## config.mk

```make
export PLATFORM = sky130hd
export DESIGN_NAME = bht_ram
export DESIGN_NICKNAME = d
export VERILOG_FILES = /design/src/rtl/bht_ram.sv
export SDC_FILE = /design/constraint.sdc
export NUM_CORES = 1
export LEC_CHECK = 0
export ABC_CLOCK_PERIOD_IN_PS = 2800
export BUFFER_PORTS_ARGS = -buffer_cell sky130_fd_sc_hd__buf_4
export CAP_MARGIN = 20
export CORE_MARGIN = 10
export CORE_UTILIZATION = 44
export CTS_BUF_LIST = sky130_fd_sc_hd__clkbuf_8
export DETAILED_ROUTE_END_ITERATION = 12
export PLACE_DENSITY = 0.63
export SYNTH_ARGS = -nofsm -noshare
export SYNTH_HDL_FRONTEND = slang
export SYNTH_SLANG_ARGS = --single-unit
export TNS_END_PERCENT = 10
```

## constraint.sdc

```tcl
create_clock -name aclk -period 2.8 [get_ports aclk]
set_clock_uncertainty 0.05 [all_clocks]
set_input_delay 0 -clock aclk [delete_from_list [all_inputs] [get_ports aclk]]
set_output_delay 0 -clock aclk [all_outputs]
set_load 0.005 [all_outputs]
```

## src/rtl/bht_ram.sv

```systemverilog
// generic single-port-write, registered-read ram
module bht_ram #(
    parameter int WIDTH = 8,
    parameter int DEPTH = 16
) (
    input  logic                     aclk,
    input  logic                     we,
    input  logic [$clog2(DEPTH)-1:0] waddr,
    input  logic [WIDTH-1:0]         wdata,
    input  logic                     re,
    input  logic [$clog2(DEPTH)-1:0] raddr,
    output logic [WIDTH-1:0]         rdata
);

    logic [WIDTH-1:0] mem [DEPTH];
    logic [WIDTH-1:0] rdata_reg;

    always_ff @(posedge aclk) begin
        if (we) begin
            mem[waddr] <= wdata;
        end
        if (re) begin
            rdata_reg <= mem[raddr];
        end
    end

    assign rdata = rdata_reg;

endmodule

```

# Word-level counts from Yosys, hierarchy flattened
# Memory sizes are Yosys's and may differ from the RTL's. A register that Yosys moved wholly into a read port is not among the register bits.
# Index checks and enable logic that the tools add are counted.
# W data, S select, Z words.
# classes
mux,2
# ops
operator,n
$mux W1,2
# word_totals
ff_bits,0
mem_count,1
inputBits,19
mem_bits_rw,128
elab_cells,3
output_inout_bits,8
# mem_list
memory,words,width,rd,rd_clocked_by_memory_dff,wr,line,text
mem,16,8,1,1,1,15,logic [WIDTH-1:0] mem [DEPTH];

# Depth between registers and ports, before layout
# Gate-level depths: netlist of run 1.
# logic_depth
word_depth,2
ltp_mapped,5
ltp_nobuf,3

# Worst setup path after synthesis of run 1
# Ideal clock, no wire load.
# synth_path
path_kind,input-to-reg
start,input waddr[2]
end,memory mem[0][0] (enable)
t_required_ns,2.367
arrival_ns,1.110
setup_time_ns,0.383
n_path_buf,0
stages,2
slack_ns,1.257
cell_sequence,or3b_2 -> nor3_1
# synth_rtl
item,line,text
"start, declared",8,"input logic [$clog2(DEPTH)-1:0] waddr,"
"end, declared",15,
# No word-level cell before the write port.

==> flow_summary.yaml, run 1 <==
critical_path:
  arrival_ps: 1660
  regToRegEndpoint: "rdata[0]"
  crit_path_start: "mem[5][0]"
  cp_slowest_cell: "mux4_1"
  cp_max_fo: 1
  cp_cell_sequence: "mux4_1 -> a22oi_1 -> nand2_1"
  ff2ff_setup_slack_ps: 1270
  required_ps: 2930
  critical-path-max-stage-delay_ps: 520
  cp-start-kind: "flop"
  crit_type: "flop to flop"
  r2r_start: "mem[5][0]"
  reg2regPathDepth: 3
  crit_path_end_kind: "flop"
cts:
  cts-resized-gates: 0
  cts_sinks: 136
  cts_root_buf: "clkbuf_8"
  cts_buffer_depth: 2
  cts_htree_levels: 4
  numCtsBuffers: 17
  clk_pin_slew_ps: 70
  clk_latency_ps: 430
  cts_tree: "done"
timing:
  finalHoldViolations: 0
  max_freq_ghz: 0.652
  fin_crit_sh: 0.547
  worst_pin_slew_ps: 972
  rsz0062_at_grt: "no"
  slew_viol_final: 0
  min_period_ps: 1530
  setup_violations: 0
  setup_tns_ps: 0
  max_slew_margin: 0.350
  finalWorstSetupSlack_ps: 1270
logic_synthesis:
  synth_largest_area_cell: "edfxtp_1"
  syn-num-nets: 248
  synth.top_cells.by_area: "edfxtp_1 78%, mux4_2 7.8%, mux4_1 7.0%"
  yosysWarnings: 0
  netlist_area_um2: 5230
  ys_types: 18
  seq_area_frac_synth: 0.781
  ys_ff_latch: 136
  synth_top_area_frac: 0.781
  synth_cells: 229
  synth.avg_cell_area_um2: 22.8
floorplan:
  initial_utilization: 0.454
  die_w_um: 129
  die_h_um: 129
  rows: 39
  die_area_um2: 16600
  ios: 27
  coreArea_um2: 11500
min_path:
  hold_start: "waddr[0]"
  worstHoldPathCells: 3
  hold_path_end: "mem[0][0]"
  hold_class: "primary input to flop"
route:
  dr.pass1.iters: 4
  post_drt_wl_per_cell_um: 21.9
  viasPerCell: 5.38
  vias: 2347
  antenna_left: 0
  drc: 0
  drtIter0Drc: 205
  finalWirelength_um: 9570
global_routing:
  groute.usage.overall: 0.123
  antenna_found_initial: 0
  gr-total-overflow: 0
  grt_pass1_vias: 2521
  grt_pass1_wl_um: 14700
  grt_max_degree: 33
cells_and_area:
  area_growth_pct: 15.5
  layout-drive-gt1-share: 0.263
  largest_register_ffs: 128
  finalNetCount: 299
  antenna_cells: 0
run:
  maxCapViolations: 0
place:
  place.detailed.hpwl_um: 6020
  gp_congestion: 0.698
  dpl_worst_slack_ps: 936
  portBuffers: 26
pwr:
  power.density_nw_per_um2: 668
  p_leak_nw: 2.01
  vdd_drop_max_mv: 0.304
  total_power_w: 0.00403
run_status:
  outcome: "completed"
-- cell usage in the layout, fill, tap and decap left out, drive strengths merged --
master / instances
clkbuf: 17
mux4: 32
inv: 3
bufinv: 3
edfxtp: 136
clkinvlp: 1
nand3b: 2
clkinv: 8
nor3: 4
nand2: 9
nor2b: 1
nor2: 13
and2b: 1
a22oi: 16
and2: 1
nand3: 1
dlygate4sd3: 9
nand2b: 2
or3b: 1
buf: 33
-- critical path: cells and delay by family, from the launching register on --
| family | cells | cell delay, ps |
|---|---|---|
| muxes | 1 | 520 |
| DFF | 1 | 380 |
| AOI/OAI and AO/OA | 1 | 260 |
| and+or+nand+nor | 1 | 90 |
-- metal layers --
metal / track usage / share of wire / wire, um
met5: 0 / 0 / 0
met4: 0.0535 / 0.018 / 170
met3: 0.0398 / 0.075 / 716
met2: 0.193 / 0.50 / 4790
met1: 0.155 / 0.41 / 3890
-- worst max path at each step --
stage           endpoint  slack [ps]
2_1_floorplan  mem[0][0]        1260
3_3_place_gp    rdata[4]         920
3_5_place_dp    rdata[0]         940
4_1_cts         rdata[0]        1230
5_1_grt         rdata[0]        1190
6_report        rdata[0]        1270
-- logic make-up (layout without fill, tap and decap cells) --
logic type	after synthesis	in the layout	share of synthesized area
flops	136	136	0.781
simple gates	35	35	0.0314
mux	32	32	0.148
compound gates	16	16	0.0230
buf+inv	10	74	0.0165
-- cell usage after synthesis, drive strengths merged --
cell	instances
or3b	1
nand2	9
nor2	13
nor2b	1
edfxtp	136
and2	1
mux4	32
nand2b	2
clkdlybuf4s25	3
and2b	1
a22oi	16
nor3	4
buf	7
nand3	1
nand3b	2
-- per-stage QoR --
step / area [um2] / cells / hold slack, ps / util
finish: 6040 / 436 / 40.8 / 0.524
global route: 6040 / 436 / 29.3 / 0.524
CTS: 6040 / 436 / 19.6 / 0.524
detailed placement: 5570 / 395 / 263 / 0.483
global placement: 5570 / 395 / 258 / 0.483
floorplan: 5230 / 229 / 48.9 / -
-- final cells by class --
type | count | area [um2]
clock inverter | 15 | 144
timing repair buffer | 42 | 338
multi-input combinational | 83 | 1060
fill | 900 | 5480
tap | 143 | 179
sequential | 136 | 4080
clock buffer | 17 | 234
-- timing repair --
action | in CTS | in global routing
hold buffers | 9 | 0
endpoints found under the setup margin | 0 | 0
hold endpoints to repair | 136 | 0
buffers inserted | 0 | 0
-- power breakdown --
part	total [W]	switching (W)	internal, W
clock network	0.00151	0.000664	0.000850
logic	0.000216	0.000115	0.000101
registers	0.00230	0.0000119	0.00229
Power figures use the tool's default switching activity.
==> run 2: changes to the inputs <==
- ABC_AREA: default -> 1
- ABC_CLOCK_PERIOD_IN_PS: 2800 -> 1400
- PLACE_DENSITY: 0.63 -> 0.65
- clock period: 2.8 -> 1.4 ns (I/O delays scaled with it)
==> run 2 against run 1 <==
- die area rose by 10%
- critical path depth rose by 3
- flip-flop and latch count did not move
- critical path type unchanged
- largest power group unchanged
==> flow_summary.yaml, run 2 <==
run_status:
  outcome: "completed"
cts:
  numCtsBuffers: 17
  cts_htree_levels: 4
  clk_latency_ps: 440
  cts_root_buf: "clkbuf_8"
  cts_tree: "done"
  cts_setup_buffers: 0
  clk_pin_slew_ps: 70
  cts_buffer_depth: 2
  cts_sinks: 136
cells_and_area:
  layout_common_cells: "173 x nand2_1, 136 x edfxtp_1, 102 x inv_1"
  layout_commonest_cell: "nand2_1"
  stdcell_area_um2: 6870
  largest_register_ffs: 128
  area_growth_pct: 17.5
  finalNetCount: 626
  antenna_cells: 0
  layout-drive-gt1-share: 0.131
floorplan:
  die_w_um: 135
  coreArea_um2: 13100
  rows: 42
  initial_utilization: 0.445
  die_h_um: 135
  die_area_um2: 18300
  ios: 27
logic_synthesis:
  synth_common_cells: "173 x nand2_1, 136 x edfxtp_1, 100 x inv_1"
  netlist_area_um2: 5850
  synth_cells: 551
  synth_largest_area_cell: "edfxtp_1"
  synth_top_area_frac: 0.698
  synth_most_common_cell: "nand2_1"
  ys_types: 11
  syn-num-nets: 570
  async_flop_share: 0
  ys.flop_type: "edfxtp_1"
  synth.top_cells.by_area: "edfxtp_1 70%, nand2_1 11%, nand3_1 8.3%"
  synth-edff-count: 136
  yosysWarnings: 0
  synth.avg_cell_area_um2: 10.6
  seq_area_frac_synth: 0.698
  ys_ff_latch: 136
place:
  place.detailed.hpwl_um: 8120
  place_area_um2: 6340
  gp_congestion: 0.884
  portBuffers: 26
  dpl_worst_slack_ps: 156
timing:
  slew_viol_final: 0
  setup_violations: 0
  worst_pin_slew_ps: 408
  max_slew_margin: 0.728
  hold_ws_ps: 114
  finalWorstSetupSlack_ps: 187
  fin_crit_sh: 0.866
  min_period_ps: 1210
  setup_tns_ps: 0
  max_freq_ghz: 0.825
  finalHoldViolations: 0
  rsz0062_at_grt: "no"
global_routing:
  gr-total-overflow: 0
  antenna_found_initial: 0
  groute.usage.overall: 0.150
  grt_max_degree: 65
  grt_pass1_vias: 3840
  grt_pass1_wl_um: 20800
route:
  drc: 0
  dr.pass1.iters: 5
  top_layer_used: "met4"
  antenna_left: 0
  wl_met3_um: 652
  drtIter0Drc: 407
  viasPerCell: 4.86
  wirelength_met1_um: 5760
  post_drt_wl_per_cell_um: 16.2
  met2_length_um: 6170
  vias: 3871
  finalWirelength_um: 12900
critical_path:
  arrival_ps: 1360
  cp_max_fo: 1
  crit_path_end_kind: "flop"
  cp-start-kind: "flop"
  required_ps: 1550
  crit_type: "flop to flop"
pwr:
  power_frac_comb: 0.071
  clockPowerShare: 0.394
  switching_share: 0.220
  power.density_nw_per_um2: 1250
  p_leak_nw: 2.96
  total_power_w: 0.00862
  p_seq_frac: 0.535
  p_sw_w: 0.00190
  intPower_w: 0.00672
  vdd_drop_max_mv: 0.557
min_path:
  hold_class: "primary input to flop"
run:
  maxCapViolations: 0
-- run 2: changes by cell type in the layout (fill, tap and decap cells not counted), moves of 3 or more --
cell | previous run | this run
mux4_2 | 18 | 0
buf_12 | 0 | 5
a22oi_1 | 16 | 0
nor2_1 | 13 | 17
inv_1 | 3 | 102
clkinv_1 | 4 | 1
nand2_1 | 9 | 173
buf_4 | 33 | 45
nor3_1 | 4 | 0
nand3_1 | 1 | 97
mux4_1 | 14 | 0
-- run 2: final cells by class --
cell class                 count  area [um2]
clock inverter                15         186
sequential                   136        4080
inverter                     102         383
fill                        1171        6270
multi-input combinational    289        1210
tap                          176         220
clock buffer                  17         234
timing repair buffer          61         548
-- run 2: worst max-delay path, cell delays in order, from the launching register on --
cell and delay, ps:
edfxtp_1 360, inv_1 60, nand2_1 40, nand3_1 90, nand3_1 120, nand3_1 180
nand2_1 80
-- run 2: worst paths after layout --
kind	endpoint	cells past startpoint	startpoint	slack, ps
hold reg to reg	rdata[2]	6	mem[6][2]	700
setup / recovery	rdata[1]	6	mem[7][1]	190
hold / removal	mem[2][0]	4	we	110
setup reg to reg	rdata[1]	6	mem[7][1]	190
-- run 2: cells by family (layout without fill, tap and decap cells) --
group                  Yosys count  count (layout)  share of synthesized area
AND/OR/NAND/NOR                289             289                      0.208
flip-flops                     136             136                      0.698
buffers and inverters          126             195                     0.0939
-- run 2: timing repair --
action	4_1_cts	5_1_grt
resized for setup	0	0
hold buffers	11	0
hold endpoints to repair	144	0
-- run 2: stage by stage --
| stage | util | cells |
|---|---|---|
| 3_5_place_dp | 0.482 | 753 |
| 2_1_floorplan | - | 551 |
| 4_1_cts | 0.523 | 796 |
| 3_3_place_gp | 0.482 | 753 |
| 5_1_grt | 0.523 | 796 |
| 6_report | 0.523 | 796 |
-- run 2: routing by layer --
metal / GRT usage / vias up
li1: - / 1892
met1: 0.193 / 1843
met2: 0.232 / 110
met3: 0.0312 / 26
met4: 0.0801 / 0
met5: 0 / -
-- run 2: power by group through the flow --
stage          Sequential [W]  Clock (W)  Combinational (W)
3_5_place_dp          0.00470          0           0.000597
2_1_floorplan         0.00469          0           0.000322
6_report              0.00461    0.00339           0.000615
4_1_cts               0.00461    0.00346           0.000624
3_3_place_gp          0.00470          0           0.000588
5_1_grt               0.00461    0.00363           0.000690
==> run 3: changes to the inputs <==
- ABC_AREA: 1 -> default
- BUFFER_PORTS_ARGS: -buffer_cell sky130_fd_sc_hd__buf_4 -> default
- CORE_UTILIZATION: 44 -> 58
- DONT_BUFFER_PORTS: default -> 1
- PLACE_DENSITY: 0.65 -> 0.78
==> run 3 against run 2 <==
- the run now ends with negative hold slack, negative setup slack left
- core utilization is 15 points higher
- combinational power fell by 44%
- flip-flop and latch count stayed put
- critical path depth decreased by 3
- non-clock buffer count shrank 31
- critical path type unchanged
- highest routed layer unchanged
==> flow_summary.yaml, run 3 (synthesis results as in run 1) <==
run_status:
  outcome: "finished, violations left"
  violations: "negative hold slack, negative setup slack"
critical_path:
  cp_slowest_cell: "mux4_2"
  cp_max_fo: 1
  reg2regPathDepth: 3
  crit_path_start: "mem[3][6]"
  crit_path_end_kind: "flop"
  regToRegEndpoint: "rdata[6]"
  critical-path-max-stage-delay_ps: 500
  cp-start-kind: "flop"
  arrival_ps: 1570
  crit_type: "flop to flop"
  r2r_start: "mem[3][6]"
  ff2ff_setup_slack_ps: -60
  required_ps: 1510
  cp_cell_sequence: "mux4_2 -> a22oi_2 -> nand2_1"
route:
  drc: 0
  post_drt_wl_per_cell_um: 25.5
  antenna_left: 0
  dr.pass1.iters: 5
  finalWirelength_um: 9930
  vias: 2407
  drtIter0Drc: 197
  viasPerCell: 6.19
cells_and_area:
  largest_register_ffs: 128
  antenna_cells: 0
  layout-drive-gt1-share: 0.306
  utilization: 0.672
  area_growth_pct: 12.6
  layout_common_cells: "136 x edfxtp_1, 30 x mux4_2, 19 x buf_4"
  layout_commonest_cell: "edfxtp_1"
  finalNetCount: 287
floorplan:
  ios: 27
  rows: 34
  initial_utilization: 0.597
  die_w_um: 115
  die_h_um: 115
  coreArea_um2: 8760
  die_area_um2: 13200
timing:
  max_slew_margin: 0.629
  rsz0062_at_grt: "yes"
  max_freq_ghz: 0.686
  fin_crit_sh: 1.04
  finalWorstSetupSlack_ps: -58.3
  finalHoldViolations: 8
  setup_violations: 5
  min_period_ps: 1460
  setup_tns_ps: -120
  worst_pin_slew_ps: 555
  slew_viol_final: 0
  hold_ws_ps: -89.0
cts:
  clk_latency_ps: 420
  clk_pin_slew_ps: 80
  cts_buffer_depth: 2
  cts_tree: "done"
  cts_sinks: 136
  cts_root_buf: "clkbuf_8"
  cts_hold_buf: 11
  cts_htree_levels: 4
  numCtsBuffers: 17
global_routing:
  grt_max_degree: 33
  gr-total-overflow: 0
  groute.usage.overall: 0.161
  grt_pass1_vias: 2541
  antenna_found_initial: 0
  grt_pass1_wl_um: 15300
pwr:
  power.density_nw_per_um2: 1350
  switching_share: 0.205
  p_sw_w: 0.00163
  p_leak_nw: 1.88
  vdd_drop_max_mv: 0.976
  clockPowerShare: 0.374
  intPower_w: 0.00630
  p_seq_frac: 0.582
  power_frac_comb: 0.044
place:
  gp_congestion: 0.716
  portBuffers: 0
  place.detailed.hpwl_um: 5990
min_path:
  hold_start: "raddr[1]"
  hold_class: "primary input to flop"
  hold_path_end: "rdata[1]"
  worstHoldPathCells: 3
run:
  maxCapViolations: 0
[run 3: cell count changes in the layout (fill, tap and decap cells not counted), moves of 11 or more]
cell     delta
buf_4      -26
nand2_1   -164
mux4_2     +30
inv_1     -101
a22oi_1    +11
nand3_1    -96
[run 3: metrics by stage]
step / area, um2 / setup WS, ps / std cells / hold WS (ps) / total power [W]
CTS: 5880 / -47.0 / 389 / -114 / 0.00798
global placement: 5420 / -41.7 / 346 / 50.2 / 0.00495
finish: 5890 / -58.3 / 389 / -89.0 / 0.00793
global route: 5890 / -78.9 / 389 / -107 / 0.00820
detailed placement: 5420 / -87.0 / 346 / 50.1 / 0.00496
floorplan: 5230 / 38.6 / 229 / 48.9 / 0.00492
[run 3: area by class of cell]
type                       instances  area (um2)
clock inverter                    15         138
sequential                       136        4080
clock buffer                      17         234
tap                              108         135
multi-input combinational         83        1040
timing repair buffer              30         253
fill                             556        2880
[run 3: worst max-delay path by stage]
| stage | cells past startpoint | to | slack [ps] |
|---|---|---|---|
| after CTS | 3 | rdata[6] | -50 |
| after floorplan | 3 | rdata[0] | 40 |
| after detailed placement | 3 | rdata[5] | -90 |
| final | 3 | rdata[6] | -60 |
| after global routing | 3 | rdata[5] | -80 |
| after global placement | 3 | rdata[5] | -40 |
[run 3: what timing repair did]
action / in CTS / in global routing
setup buffers: 0 / 0
setup endpoints to repair: 8 / 8
gates resized for setup: 16 / 1
pin swaps: 11 / 0
hold endpoints to repair: 176 / 8
[run 3: layer usage]
layer  GRT usage  vias up  routed length (um)
met5           0        -                   0
met4      0.0536        0                  99
met3      0.0557        8                1020
met2       0.229      132                4590
met1       0.228     1223                4210
li1            -     1044                   -
[run 3: power groups by stage]
stage	Combinational, W	Sequential [W]	Clock (W)
after detailed placement	0.000254	0.00471	0
after global placement	0.000248	0.00470	0
after global routing	0.000373	0.00462	0.00320
after floorplan	0.000232	0.00469	0
after CTS	0.000346	0.00462	0.00301
final	0.000346	0.00462	0.00297
[run 3: worst max-delay path: cells and delay by family, from the launching register on]
| kind | cells | cell delay (ps) |
|---|---|---|
| compound gates | 1 | 160 |
| flops | 1 | 400 |
| simple gates | 1 | 100 |
| mux | 1 | 500 |
